==> src/design/spq_pkg.sv <==
package spq_pkg;

  // Number of slots in the queue.
  localparam int QUEUE_DEPTH = 16;
  // Width of the entry count, wide enough to hold QUEUE_DEPTH itself.
  localparam int CNT_W       = $clog2(QUEUE_DEPTH + 1);
  localparam int OCC_W       = 5;
  localparam int PRIO_W      = 8;
  localparam int HANDLE_W    = 8;
  localparam int STATUS_W    = 2;
  localparam int IN_DATA_W   = 16;
  localparam int OUT_DATA_W  = 24;

  // Action codes carried on in_tuser.
  localparam logic ACT_INSERT = 1'b0;
  localparam logic ACT_POP    = 1'b1;

  typedef enum logic [STATUS_W-1:0] {
    ST_OK    = 2'd0,
    ST_FULL  = 2'd1,
    ST_EMPTY = 2'd2
  } spq_status_t;

  typedef enum logic [1:0] {
    OP_NONE   = 2'd0,
    OP_INSERT = 2'd1,
    OP_POP    = 2'd2
  } spq_op_t;

  // Command broadcast to every cell.
  typedef struct packed {
    spq_op_t             op;
    logic [PRIO_W-1:0]   prio;
    logic [HANDLE_W-1:0] handle;
  } spq_cmd_t;

  // What a cell shows its neighbors.
  typedef struct packed {
    logic                gt;
    logic [PRIO_W-1:0]   prio;
    logic [HANDLE_W-1:0] handle;
  } spq_link_t;

endpackage

==> src/design/sorted_priority_queue.sv <==
// Sorted priority queue of task handles, built as a row of compare-and-shift cells.
// The result of a request is registered and appears in the cycle after it is accepted.
// Throughput: one request per cycle while the output is not stalled; every cell compares and shifts in parallel,
// and the output register is the only stage between the two channels.
// Reset (rst_n low, synchronous): entry count and output valid clear; slot
// contents are left as they are and become valid only once written.
module sorted_priority_queue (
  input  logic                           clk,
  input  logic                           rst_n,
  // Input requests.
  input  logic                           in_tvalid,
  output logic                           in_tready,
  input  logic [spq_pkg::IN_DATA_W-1:0]  in_tdata,  // task_handle[7:0], priority_req[15:8]
  input  logic                           in_tuser,  // action (0 insert, 1 pop)
  // Results.
  output logic                           out_tvalid,
  input  logic                           out_tready,
  output logic [spq_pkg::OUT_DATA_W-1:0] out_tdata  // status[1:0], popped_valid[2],
                                                    // popped_handle[10:3],
                                                    // popped_priority[18:11],
                                                    // occupancy[23:19]
);
  import spq_pkg::*;

  logic                in_accept;
  logic [HANDLE_W-1:0] in_handle;
  logic [PRIO_W-1:0]   in_prio;
  logic                full;
  logic                empty;
  spq_cmd_t            cmd;

  logic [CNT_W-1:0]    count_r, count_nxt;

  spq_link_t           cell_link [QUEUE_DEPTH];
  logic                cell_valid [QUEUE_DEPTH];
  spq_link_t           edge_link;

  // Output register.
  logic                out_valid_r,  out_valid_nxt;
  spq_status_t         status_r,     status_nxt;
  logic                pvalid_r,     pvalid_nxt;
  logic [HANDLE_W-1:0] phandle_r,    phandle_nxt;
  logic [PRIO_W-1:0]   pprio_r,      pprio_nxt;
  logic [OCC_W-1:0]    occ_r,        occ_nxt;

  assign in_handle = in_tdata[HANDLE_W-1:0];
  assign in_prio   = in_tdata[HANDLE_W +: PRIO_W];

  // Accept a new request whenever the output slot is free or being drained.
  assign in_tready = !out_valid_r || out_tready;
  assign in_accept = in_tvalid && in_tready;

  assign full  = (count_r == CNT_W'(QUEUE_DEPTH));
  assign empty = (count_r == '0);

  // Build the command for the cell row; drop inserts when full, pops when empty.
  always_comb begin
    cmd.op     = OP_NONE;
    cmd.prio   = in_prio;
    cmd.handle = in_handle;
    if (in_accept) begin
      if (in_tuser == ACT_POP) begin
        if (!empty) cmd.op = OP_POP;
      end else begin
        if (!full) cmd.op = OP_INSERT;
      end
    end
  end

  // Cells beyond either end see nothing to shift in.
  assign edge_link = '0;

  for (genvar i = 0; i < QUEUE_DEPTH; i++) begin : g_cell
    assign cell_valid[i] = (CNT_W'(i) < count_r);
    if (i == 0) begin : g_head
      spq_cell u_cell (
        .clk   (clk),
        .cmd   (cmd),
        .valid (cell_valid[i]),
        .left  (edge_link),
        .right (cell_link[i+1]),
        .self  (cell_link[i])
      );
    end else if (i == QUEUE_DEPTH - 1) begin : g_tail
      spq_cell u_cell (
        .clk   (clk),
        .cmd   (cmd),
        .valid (cell_valid[i]),
        .left  (cell_link[i-1]),
        .right (edge_link),
        .self  (cell_link[i])
      );
    end else begin : g_mid
      spq_cell u_cell (
        .clk   (clk),
        .cmd   (cmd),
        .valid (cell_valid[i]),
        .left  (cell_link[i-1]),
        .right (cell_link[i+1]),
        .self  (cell_link[i])
      );
    end
  end

  // Entry count tracks the committed operation.
  always_comb begin
    count_nxt = count_r;
    unique case (cmd.op)
      OP_INSERT: count_nxt = count_r + CNT_W'(1);
      OP_POP:    count_nxt = count_r - CNT_W'(1);
      default:   count_nxt = count_r;
    endcase
  end

  // Result of the accepted request; the head cell supplies the popped entry.
  always_comb begin
    out_valid_nxt = out_valid_r && !out_tready;
    status_nxt    = status_r;
    pvalid_nxt    = pvalid_r;
    phandle_nxt   = phandle_r;
    pprio_nxt     = pprio_r;
    occ_nxt       = occ_r;
    if (in_accept) begin
      out_valid_nxt = 1'b1;
      status_nxt    = ST_OK;
      pvalid_nxt    = 1'b0;
      phandle_nxt   = '0;
      pprio_nxt     = '0;
      occ_nxt       = OCC_W'(count_nxt);
      if (in_tuser == ACT_POP) begin
        if (empty) begin
          status_nxt = ST_EMPTY;
        end else begin
          pvalid_nxt  = 1'b1;
          phandle_nxt = cell_link[0].handle;
          pprio_nxt   = cell_link[0].prio;
        end
      end else if (full) begin
        status_nxt = ST_FULL;
      end
    end
  end

  always_ff @(posedge clk) begin
    if (!rst_n) begin
      count_r     <= '0;
      out_valid_r <= 1'b0;
    end else begin
      count_r     <= count_nxt;
      out_valid_r <= out_valid_nxt;
    end
  end

  // Hold the payload until it is taken.
  always_ff @(posedge clk) begin
    status_r  <= status_nxt;
    pvalid_r  <= pvalid_nxt;
    phandle_r <= phandle_nxt;
    pprio_r   <= pprio_nxt;
    occ_r     <= occ_nxt;
  end

  assign out_tvalid = out_valid_r;
  assign out_tdata  = {occ_r, pprio_r, phandle_r, pvalid_r, status_r};

endmodule

==> src/design/spq_cell.sv <==
module spq_cell (
  input  logic              clk,
  input  spq_pkg::spq_cmd_t  cmd,
  input  logic              valid,
  input  spq_pkg::spq_link_t left,
  input  spq_pkg::spq_link_t right,
  output spq_pkg::spq_link_t self
);
  import spq_pkg::*;

  logic [PRIO_W-1:0]   prio_r,   prio_nxt;
  logic [HANDLE_W-1:0] handle_r, handle_nxt;
  logic                gt;

  // Held entry is strictly less urgent than the incoming one.
  assign gt = valid && (prio_r > cmd.prio);

  assign self.gt     = gt;
  assign self.prio   = prio_r;
  assign self.handle = handle_r;

  always_comb begin
    prio_nxt   = prio_r;
    handle_nxt = handle_r;
    unique case (cmd.op)
      OP_INSERT: begin
        // Shift right behind the new entry, or take the new entry here.
        priority if (left.gt) begin
          prio_nxt   = left.prio;
          handle_nxt = left.handle;
        end else if (!valid || gt) begin
          prio_nxt   = cmd.prio;
          handle_nxt = cmd.handle;
        end else begin
          // Hold an entry that stays ahead of the new one.
          prio_nxt   = prio_r;
          handle_nxt = handle_r;
        end
      end
      OP_POP: begin
        prio_nxt   = right.prio;
        handle_nxt = right.handle;
      end
      default: begin
      end
    endcase
  end

  always_ff @(posedge clk) begin
    prio_r   <= prio_nxt;
    handle_r <= handle_nxt;
  end

endmodule

==> config.mk <==
export PLATFORM = sky130hd
export DESIGN_NAME = sorted_priority_queue
export DESIGN_NICKNAME = d
export VERILOG_FILES = /design/src/design/spq_pkg.sv /design/src/design/sorted_priority_queue.sv /design/src/design/spq_cell.sv
export SDC_FILE = /design/constraint.sdc
export NUM_CORES = 1
export LEC_CHECK = 0
export ABC_AREA = 1
export BUFFER_PORTS_ARGS = -buffer_cell sky130_fd_sc_hd__buf_2
export CAP_MARGIN = 20
export CORE_MARGIN = 5
export CORE_UTILIZATION = 45
export CTS_CLUSTER_SIZE = 8
export DETAILED_ROUTE_END_ITERATION = 12
export PLACE_DENSITY = 0.61
export SETUP_SLACK_MARGIN = 0.4
export SYNTH_ARGS = -nofsm -noshare
export SYNTH_HDL_FRONTEND = slang
export SYNTH_SLANG_ARGS = --single-unit
==> constraint.sdc <==
create_clock -name clk -period 10.24 [get_ports clk]
set_input_delay 0.512 -clock clk [delete_from_list [all_inputs] [get_ports clk]]
set_output_delay 0.512 -clock clk [all_outputs]
set_load 0.05 [all_outputs]
==> results.sh, run 1 <==
export IMPL_yosysMostFrequentCell="nand2_1"
export IMPL_layout_drive_gt1_share=0.06661
export IMPL_required_ps=10670
export IMPL_crit_top_cell="inv_6"
export IMPL_synth_avg_cell_area_um2=7.782
export IMPL_globalplace_congestion=0.8894
export IMPL_tightest_slew_ps=1085
export IMPL_ant_nets=0
export IMPL_yosysWarnings=0
export IMPL_clock_sinks=286
export IMPL_clock_skew_ps=19.07
export IMPL_synthToLayoutAreaGrowth_pct=9.214
export IMPL_end_kind="flop"
export IMPL_dp_hpwl_um=39090
export IMPL_totalWireLength_um=58640
export IMPL_period_share=0.4377
export IMPL_critical_path_max_stage_delay_ps=820
export IMPL_hold_viol=0
export IMPL_path_clk_slew_ps=50
export IMPL_synthTopCellsByArea="edfxtp_1 43%, nand2_1 17%, ha_1 8.6%"
export IMPL_clk_latency_ps=570
export IMPL_rows=76
export IMPL_start_kind="flop"
export IMPL_async_flop_share=0
export IMPL_syn_nets=2666
export IMPL_relSlewSlack=0.2765
export IMPL_core_area_um2=42980
export IMPL_avgViaCountPerCell=5.601
export IMPL_startpoint="count_r[3]"
export IMPL_postCtsSetupRepairBufs=0
export IMPL_synth_top_area_cell="edfxtp_1"
export IMPL_grt_pass1_vias=17030
export IMPL_worst_path_max_fanout=136
export IMPL_p_leak_nw=10.23
export IMPL_critPathKind="flop to flop"
export IMPL_grtUsageMet1=0.3132
export IMPL_die_w_um=218.4
export IMPL_routed_via_count=17320
export IMPL_diodes=0
export IMPL_tns_ps=0
export IMPL_routedWlPerCell_um=18.96
export IMPL_port_buffers=46
export IMPL_cts_tree="done"
export IMPL_drv_cap=0
export IMPL_ys_seq_elements=286
export IMPL_maxSlewViolCount=0
export IMPL_cts_resized=0
export IMPL_cts_buffers=41
export IMPL_critical_path_depth=12
export IMPL_peakVddDrop_uv=114.9
export IMPL_endpoint="g_cell[4].g_mid.u_cell.prio_r[2]"
export IMPL_critPathTopFamily="buffers and inverters"
export IMPL_drc=0
export IMPL_antenna_found_initial=0
export IMPL_setup_viol=0
export IMPL_ios=47
export IMPL_rsz0062_at_grt="false"
export IMPL_r2r_end="g_cell[4].g_mid.u_cell.prio_r[2]"
export IMPL_synth_top_area_share=0.4303
export IMPL_grt_pass1_wl_um=92420
export IMPL_dieHeight_um=218.4
export IMPL_crit_arrival_ps=4910
export IMPL_ff2ff_path_depth=12
export IMPL_grt_overflow_total=0
export IMPL_status="completed"
export IMPL_clockBufferDepth=3
export IMPL_fillers=4215
export IMPL_path_cells="inv_6, nand2_4, nor2_8, inv_4, o21ai_2, nor2_1, ha_4, inv_6, buf_4, buf_16, nand3_1, nand2_1"
export IMPL_grtUsageMet2=0.4120
export IMPL_clockRootBuffer="clkbuf_16"
export IMPL_drt_iter0_markers=1597
export IMPL_dr_pass1_iters=8
export IMPL_r2r_start="count_r[3]"
export IMPL_hold_path_class="primary input to flop"
export IMPL_ys_types=43
export IMPL_synthCells=2511
export IMPL_fmax_mhz=223.1
export IMPL_synth_seq_area_share=0.4364
export IMPL_synth_edf_count=280
export IMPL_timing_critical_path_buf_inv=5
export IMPL_grt_util_all_layers=0.2408
export IMPL_globalRouteMet3Util=0.02674
export IMPL_r2r_setup_slack_ps=5760
export IMPL_htreeDepth=2
export IMPL_crit_slowest_cell="inv_6"
export IMPL_initial_utilization=0.4546
export IMPL_synth_common_cells="907 x nand2_1, 309 x inv_1, 280 x edfxtp_1"
export IMPL_grt_max_degree=137
export IMPL_fp_dieArea_um2=47690
export IMPL_num_nets_final=2645
export IMPL_syn_area_um2=19540
export IMPL_hold_path_startpoint="in_tvalid"
export IMPL_min_period_ps=4482
export IMPL_power_density_nw_per_um2=159.7
export IMPL_synthFlopType="edfxtp_1"
export IMPL_top_usage_layer="met2"
export IMPL_hold_buffers=0
export IMPL_fin_hold_ws_ps=206.9
[layout by cell type (no fill, tap or decap), types with 22 or more instances in the layout]
cell type / count
o21ai_0: 22
a21oi_1: 46
ha_1: 133
inv_1: 309
nand3_1: 238
nor2_1: 101
buf_2: 46
edfxtp_1: 280
nand4_1: 239
nand2_1: 907
clkbuf_16: 41
buf_4: 23
[registers in the layout (all words and copies together) (netlist names)]
| signal | count |
|---|---|
| g_cell.g_mid.u_cell.handle_r | 112 |
| count_r | 5 |
| occ_r | 5 |
| phandle_r | 8 |
| g_cell.g_mid.u_cell.prio_r | 112 |
| status_r | 2 |
| g_cell.g_head.u_cell.handle_r | 8 |
| out_tvalid | 1 |
| g_cell.g_tail.u_cell.handle_r | 8 |
| pprio_r | 8 |
| g_cell.g_tail.u_cell.prio_r | 8 |
| pvalid_r | 1 |
| g_cell.g_head.u_cell.prio_r | 8 |
[metrics by stage]
step                instance area [um2]  std cells  power, mW    util  setup WS, ps
finish                            21340       3092      3.409  0.4965          5758
global route                      21340       3092      3.564  0.4965          5443
CTS                               21220       3087      3.417  0.4936          5421
detailed placement                20090       3027      2.156  0.4674          5460
global placement                  20090       3027      2.132  0.4674          5590
floorplan                         19540       2511      1.963       -          6545
[where the power goes]
| part | switching [mW] | internal (mW) |
|---|---|---|
| clock | 0.534 | 0.730 |
| combinational | 0.455 | 0.180 |
| sequential | 0.0749 | 1.44 |
| total | 1.06 | 2.35 |
[tightest hold or removal path: stages]
cell	delay, ps
buf_2	100
inv_1	40
a21oi_1	60
[cell type report]
type                            instances  area (um2)  area share
Sequential cell                       286        8528      0.3996
Inverter                              328        1246     0.05840
Multi-Input combinational cell       1759        9179      0.4301
Clock inverter                          4       45.04    0.002111
Timing Repair Buffer                   74       528.0     0.02474
Clock buffer                           56        1082     0.05072
Tap cell                              585       732.0     0.03430
[worst min-delay path by stage]
stage | end | slack (ps) | depth (start not counted)
final | out_tvalid | 210 | 3
after global routing | out_tvalid | 210 | 3
after CTS | out_tvalid | 180 | 3
after detailed placement | out_tvalid | 510 | 2
after global placement | out_tvalid | 490 | 2
after floorplan | g_cell[14].g_mid.u_cell.handle_r[0] | 490 | 2
[metal layers]
| layer | part of all wire | up-vias | wire length [um] |
|---|---|---|---|
| met2 | 0.49 | 596 | 28670 |
| met1 | 0.42 | 8203 | 24650 |
| met4 | 0.036 | 0 | 2119 |
| li1 | - | 8375 | - |
| met5 | 0 | - | 0 |
| met3 | 0.054 | 144 | 3193 |
[cell families after synthesis]
group | Yosys count | synth area share
AOI/OAI and AO/OA | 102 | 0.03240
adders and majority gates | 134 | 0.08580
buffers and inverters | 466 | 0.09477
DFF | 286 | 0.4364
and+or+nand+nor | 1523 | 0.3506
No activity file was read; power rests on OpenSTA's default activity.
==> inputs of run 2 (changes only) <==
==> constraint.sdc (replaced) <==
create_clock -name clk -period 4.15 [get_ports clk]
set_input_delay 0.2075 -clock clk [delete_from_list [all_inputs] [get_ports clk]]
set_output_delay 0.2075 -clock clk [all_outputs]
set_load 0.05 [all_outputs]
==> run 2 against run 1 <==
Net effect: largest power group unchanged; highest routed layer unchanged; clock power rose to 2.6 times the previous value; flip-flop and latch count unchanged; hold slack worse by 160 ps; first-iteration DRC count rose by 3.0%.
==> results.sh, run 2 (same netlist as run 1, synthesis figures left out) <==
export IMPL_drt_iter0_markers=1645
export IMPL_path_cells="inv_6, nand2_4, nor2_8, inv_4, o21ai_2, buf_4, nor2_1, ha_4, inv_1, nand2_1, inv_1"
export IMPL_postCtsSetupRepairBufs=0
export IMPL_grt_overflow_total=0
export IMPL_crit_top_cell="inv_1"
export IMPL_grtUsageMet2=0.4294
export IMPL_initial_utilization=0.4546
export IMPL_largestRegisters="g_cell.g_mid.u_cell.handle_r (112), g_cell.g_mid.u_cell.prio_r (112)"
export IMPL_core_area_um2=42980
export IMPL_critical_path_max_stage_delay_ps=600
export IMPL_fin_hold_ws_ps=42.53
export IMPL_grtUsageMet1=0.3289
export IMPL_ios=47
export IMPL_fmax_mhz=281.7
export IMPL_cts_buffers=42
export IMPL_dp_hpwl_um=42400
export IMPL_grt_util_all_layers=0.2520
export IMPL_grt_max_degree=158
export IMPL_antenna_found_initial=0
export IMPL_end_kind="flop"
export IMPL_status="completed"
export IMPL_fillers=4209
export IMPL_fp_dieArea_um2=47690
export IMPL_rsz0062_at_grt="false"
export IMPL_port_buffers=46
export IMPL_timing_critical_path_buf_inv=5
export IMPL_maxSlewViolCount=0
export IMPL_routedWlPerCell_um=19.29
export IMPL_clk_latency_ps=580
export IMPL_critPathTopFamily="buffers and inverters"
export IMPL_clockRootBuffer="clkbuf_16"
export IMPL_dr_pass1_iters=6
export IMPL_routed_via_count=17600
export IMPL_num_nets_final=2691
export IMPL_clock_sinks=286
export IMPL_peakVddDrop_uv=243.2
export IMPL_htreeDepth=2
export IMPL_dieHeight_um=218.4
export IMPL_final_common_cell="nand2_1"
export IMPL_drv_cap=0
export IMPL_crit_arrival_ps=3740
export IMPL_die_w_um=218.4
export IMPL_diodes=0
export IMPL_globalplace_congestion=0.8869
export IMPL_clock_skew_ps=29.54
export IMPL_p_leak_nw=10.47
export IMPL_tns_ps=0
export IMPL_drc=0
export IMPL_hold_viol=0
export IMPL_grt_pass1_vias=17410
export IMPL_top_usage_layer="met2"
export IMPL_avgViaCountPerCell=5.587
export IMPL_min_period_ps=3550
export IMPL_critPathKind="flop to flop"
export IMPL_path_clk_slew_ps=60
export IMPL_grt_pass1_wl_um=95680
export IMPL_ant_nets=0
export IMPL_layout_drive_gt1_share=0.08343
export IMPL_power_density_nw_per_um2=399.2
export IMPL_worst_path_max_fanout=18
export IMPL_setup_viol=0
export IMPL_mostFrequentLayoutCells="907 x nand2_1, 307 x inv_1, 280 x edfxtp_1, 239 x nand4_1, 238 x nand3_1"
export IMPL_period_share=0.8555
export IMPL_globalRouteMet3Util=0.03505
export IMPL_start_kind="flop"
export IMPL_cts_tree="done"
export IMPL_synthToLayoutAreaGrowth_pct=11.51
export IMPL_tightest_slew_ps=964.3
export IMPL_clockBufferDepth=3
export IMPL_required_ps=4340
export IMPL_hold_path_class="primary input to flop"
export IMPL_rows=76
export IMPL_relSlewSlack=0.3564
export IMPL_crit_slowest_cell="dfxtp_1"
export IMPL_totalWireLength_um=60770
[run 2: cell type report]
type	count	area, um2	area share
Clock inverter	3	62.56	0.002871
Clock buffer	70	1177	0.05403
Timing Repair Buffer	119	848.3	0.03893
Multi-Input combinational cell	1759	9188	0.4216
Tap cell	585	732.0	0.03359
Sequential cell	286	8528	0.3914
Inverter	328	1254	0.05754
[run 2: final timing paths]
kind	startpoint	end	slack [ps]	cells after the start
max	count_r[3]	g_cell[7].g_mid.u_cell.handle_r[5]	600	11
min	in_tuser	status_r[0]	40	2
max reg2reg	count_r[3]	g_cell[7].g_mid.u_cell.handle_r[5]	600	11
min reg2reg	g_cell[15].g_tail.u_cell.handle_r[1]	g_cell[14].g_mid.u_cell.handle_r[1]	530	2
[run 2: stage by stage]
stage	utilization	cell area [um2]	setup WS [ps]	cells	power, mW
floorplan	-	19540	759.4	2511	4.844
global placement	0.4763	20470	418.1	3073	5.339
detailed placement	0.4763	20470	323.3	3073	5.392
CTS	0.5056	21730	510.0	3148	8.719
global route	0.5070	21790	376.9	3150	9.093
finish	0.5070	21790	599.6	3150	8.698
[run 2: layer usage]
metal	vias up	share of wire
met2	625	0.49
li1	8473	-
met3	144	0.060
met4	0	0.036
met1	8358	0.42
met5	-	0
[run 2: timing repair]
action                                 4_1_cts  5_1_grt
setup endpoints to repair                    0       48
endpoints found under the hold margin        1        0
hold buffers                                 2        0
gates resized for setup                      0        3
[run 2: power by group]
part	switching, mW	internal, mW	leakage (nW)
clock	1.35	1.98	0.590
sequential	0.183	3.54	2.69
combinational	1.16	0.485	7.19
total	2.69	6.01	10.5
==> inputs of run 3 (changes only) <==
--- a/config.mk
+++ b/config.mk
@@ -5,10 +5,9 @@
 export SDC_FILE = /design/constraint.sdc
 export NUM_CORES = 1
 export LEC_CHECK = 0
-export ABC_AREA = 1
 export BUFFER_PORTS_ARGS = -buffer_cell sky130_fd_sc_hd__buf_2
 export CAP_MARGIN = 20
-export CORE_MARGIN = 5
+export CORE_ASPECT_RATIO = 0.7
 export CORE_UTILIZATION = 45
 export CTS_CLUSTER_SIZE = 8
 export DETAILED_ROUTE_END_ITERATION = 12
==> run 3 against run 2 <==
Net effect: combinational power down 37%; first-iteration DRC count increased by 31%; utilization increased by 1.5 points; largest cell class is now registers; critical path depth fell by 2; register-to-register slack better by 20 ps.
==> results.sh, run 3 <==
export IMPL_yosysMostFrequentCell="edfxtp_1"
export IMPL_synth_common_cells="280 x edfxtp_1, 248 x nand2_1, 152 x inv_1"
export IMPL_antenna_found_initial=0
export IMPL_synth_seq_area_share=0.4756
export IMPL_drv_cap=0
export IMPL_tightest_slew_ps=1101
export IMPL_routed_via_count=15500
export IMPL_dieHeight_um=169.0
export IMPL_synth_xor_area_frac=0
export IMPL_grt_util_all_layers=0.2993
export IMPL_synth_avg_cell_area_um2=10.11
export IMPL_mostFrequentLayoutCells="280 x edfxtp_1, 248 x nand2_1, 151 x inv_1, 148 x o21ai_0, 133 x ha_1"
export IMPL_p_leak_nw=7.582
export IMPL_path_cells="inv_1, ha_1, and3_1, or3_1, ha_4, nor2_1, buf_4, inv_1, o211ai_1"
export IMPL_syn_nets=1929
export IMPL_end_kind="flop"
export IMPL_async_flop_share=0
export IMPL_p_sw_frac=0.2758
export IMPL_clockRootBuffer="clkbuf_16"
export IMPL_relSlewSlack=0.2637
export IMPL_min_period_ps=3529
export IMPL_yosysWarnings=0
export IMPL_routedWlPerCell_um=25.71
export IMPL_synth_top_family_by_area="compound AO/OA/AOI/OAI gates"
export IMPL_core_area_um2=38810
export IMPL_htreeDepth=2
export IMPL_hold_path_class="primary input to flop"
export IMPL_grt_max_degree=105
export IMPL_clockBufferDepth=3
export IMPL_final_common_cell="edfxtp_1"
export IMPL_tns_ps=0
export IMPL_synthToLayoutAreaGrowth_pct=12.88
export IMPL_clock_skew_ps=12.67
export IMPL_power_frac_comb=0.135
export IMPL_cts_resized=0
export IMPL_globalplace_congestion=0.9301
export IMPL_synthSimpleGateAreaFrac=0.1334
export IMPL_drt_iter0_markers=2153
export IMPL_fin_util=0.5215
export IMPL_required_ps=4540
export IMPL_period_share=0.8505
export IMPL_ios=47
export IMPL_synth_top_area_cell="edfxtp_1"
export IMPL_diodes=0
export IMPL_critical_path_max_stage_delay_ps=710
export IMPL_worst_path_max_fanout=13
export IMPL_status="completed"
export IMPL_avgViaCountPerCell=6.593
export IMPL_rows=60
export IMPL_cts_buffers=41
export IMPL_ys_types=61
export IMPL_drc=0
export IMPL_path_clk_slew_ps=60
export IMPL_initial_utilization=0.4620
export IMPL_power_internal_mw=5.552
export IMPL_muxShareOfSynthArea=0.01186
export IMPL_fmax_mhz=283.3
export IMPL_ant_nets=0
export IMPL_crit_top_cell="inv_1"
export IMPL_totalWireLength_um=60440
export IMPL_crit_arrival_ps=3920
export IMPL_crit_slowest_cell="nor2_1"
export IMPL_synthFlopType="edfxtp_1"
export IMPL_synthTopCellsByArea="edfxtp_1 47%, ha_1 9.3%, nand2_1 5.2%"
export IMPL_port_buffers=46
export IMPL_largestRegisters="g_cell.g_mid.u_cell.handle_r (112), g_cell.g_mid.u_cell.prio_r (112)"
export IMPL_p_switching_mw=2.115
export IMPL_dr_pass1_iters=5
export IMPL_clk_latency_ps=560
export IMPL_synth_top_area_share=0.4689
export IMPL_peakVddDrop_uv=246.8
export IMPL_layout_drive_gt1_share=0.1124
export IMPL_clock_sinks=286
export IMPL_die_w_um=240.6
export IMPL_critPathKind="flop to flop"
export IMPL_ys_seq_elements=286
export IMPL_maxSlewViolCount=0
export IMPL_grt_overflow_total=0
export IMPL_synthCells=1774
export IMPL_synthAdderAreaFrac=0.09350
export IMPL_syn_area_um2=17930
export IMPL_dp_hpwl_um=43320
export IMPL_power_frac_seq=0.453
export IMPL_grt_pass1_wl_um=91370
export IMPL_setup_viol=0
export IMPL_grt_pass1_vias=14580
export IMPL_pwr_share_clk=0.412
export IMPL_rsz0062_at_grt="false"
export IMPL_hold_viol=0
export IMPL_power_density_nw_per_um2=378.7
export IMPL_fp_dieArea_um2=40660
export IMPL_cts_tree="done"
export IMPL_synth_compound_area_frac=0.2194
export IMPL_synth_edf_count=280
export IMPL_start_kind="flop"
export IMPL_num_nets_final=1963
==> run 3: cell types whose count changed after synthesis, moves of 33 or more <==
cell,before,now
nand2_1,907,248
nand3_1,238,39
nand4_1,239,41
inv_1,309,152
o21ai_0,22,148
nor2_1,101,24
o211ai_1,1,68
o311ai_0,0,63
o221ai_1,1,62
o311ai_1,0,53
a221o_1,0,33
==> run 3: through the flow <==
stage / area (um2) / worst slack, ps / hold WS, ps / total power, mW / instances
after floorplan: 17940 / 194.4 / 329.2 / 4.124 / 1774
after global placement: 18980 / 743.6 / 469.6 / 4.498 / 2281
after detailed placement: 18990 / 650.1 / 477.6 / 4.524 / 2282
after CTS: 20170 / 663.0 / 159.3 / 7.661 / 2345
after global routing: 20240 / 546.8 / 171.1 / 7.906 / 2351
final: 20240 / 620.5 / 196.1 / 7.666 / 2351
==> run 3: final timing paths <==
kind	cells after the start	start	slack, ps	to
worst max register to register	9	count_r[1]	620	g_cell[9].g_mid.u_cell.prio_r[3]
worst min register to register	2	g_cell[15].g_tail.u_cell.handle_r[1]	540	g_cell[14].g_mid.u_cell.handle_r[1]
worst max-delay path	9	count_r[1]	620	g_cell[9].g_mid.u_cell.prio_r[3]
worst min-delay path	3	in_tdata[15]	200	g_cell[0].g_head.u_cell.prio_r[7]
==> run 3: cell families after synthesis <==
kind of cell             count (synthesis)
buffers and inverters                  300
flip-flops                             286
multiplexers                            21
adder cells (fa/ha/maj)                134
AND/OR/NAND/NOR                        482
AO/OA/AOI/OAI                          551
==> run 3: layer usage <==
layer / wire, um / part of all wire / track usage
met1: 27980 / 0.46 / 0.4676
met2: 23710 / 0.39 / 0.4022
met3: 6776 / 0.11 / 0.06213
met4: 1976 / 0.033 / 0.1011
met5: 0 / 0 / 0
==> run 3: layout make-up <==
type,instances,area [um2]
fillers,3457,18570
flip-flops and latches,286,8528
multi-input cells,1188,8335
clock buffers,57,1107
repair buffers,139,1002
well taps,527,659.4
inverters,152,573.1
clock inverters,2,36.28
==> run 3: power groups by stage <==
stage	registers (mW)	logic, mW	clock network (mW)
after floorplan	3.53	0.597	0
after global placement	3.53	0.970	0
after detailed placement	3.53	0.997	0
after CTS	3.47	1.01	3.18
after global routing	3.48	1.13	3.29
final	3.47	1.04	3.16
==> run 3: what timing repair did <==
item / CTS / global route
hold buffers: 4 / 0
endpoints found under the hold margin: 7 / 0
buffers inserted: 0 / 0
==> run 3: worst max-delay path: cells and delay by family (launching register included) <==
family	cells	cell delay (ps)
buffers and inverters	3	820
and+or+nand+nor	3	1240
DFF	1	560
AOI/OAI and AO/OA	1	250
adders and majority gates	2	490
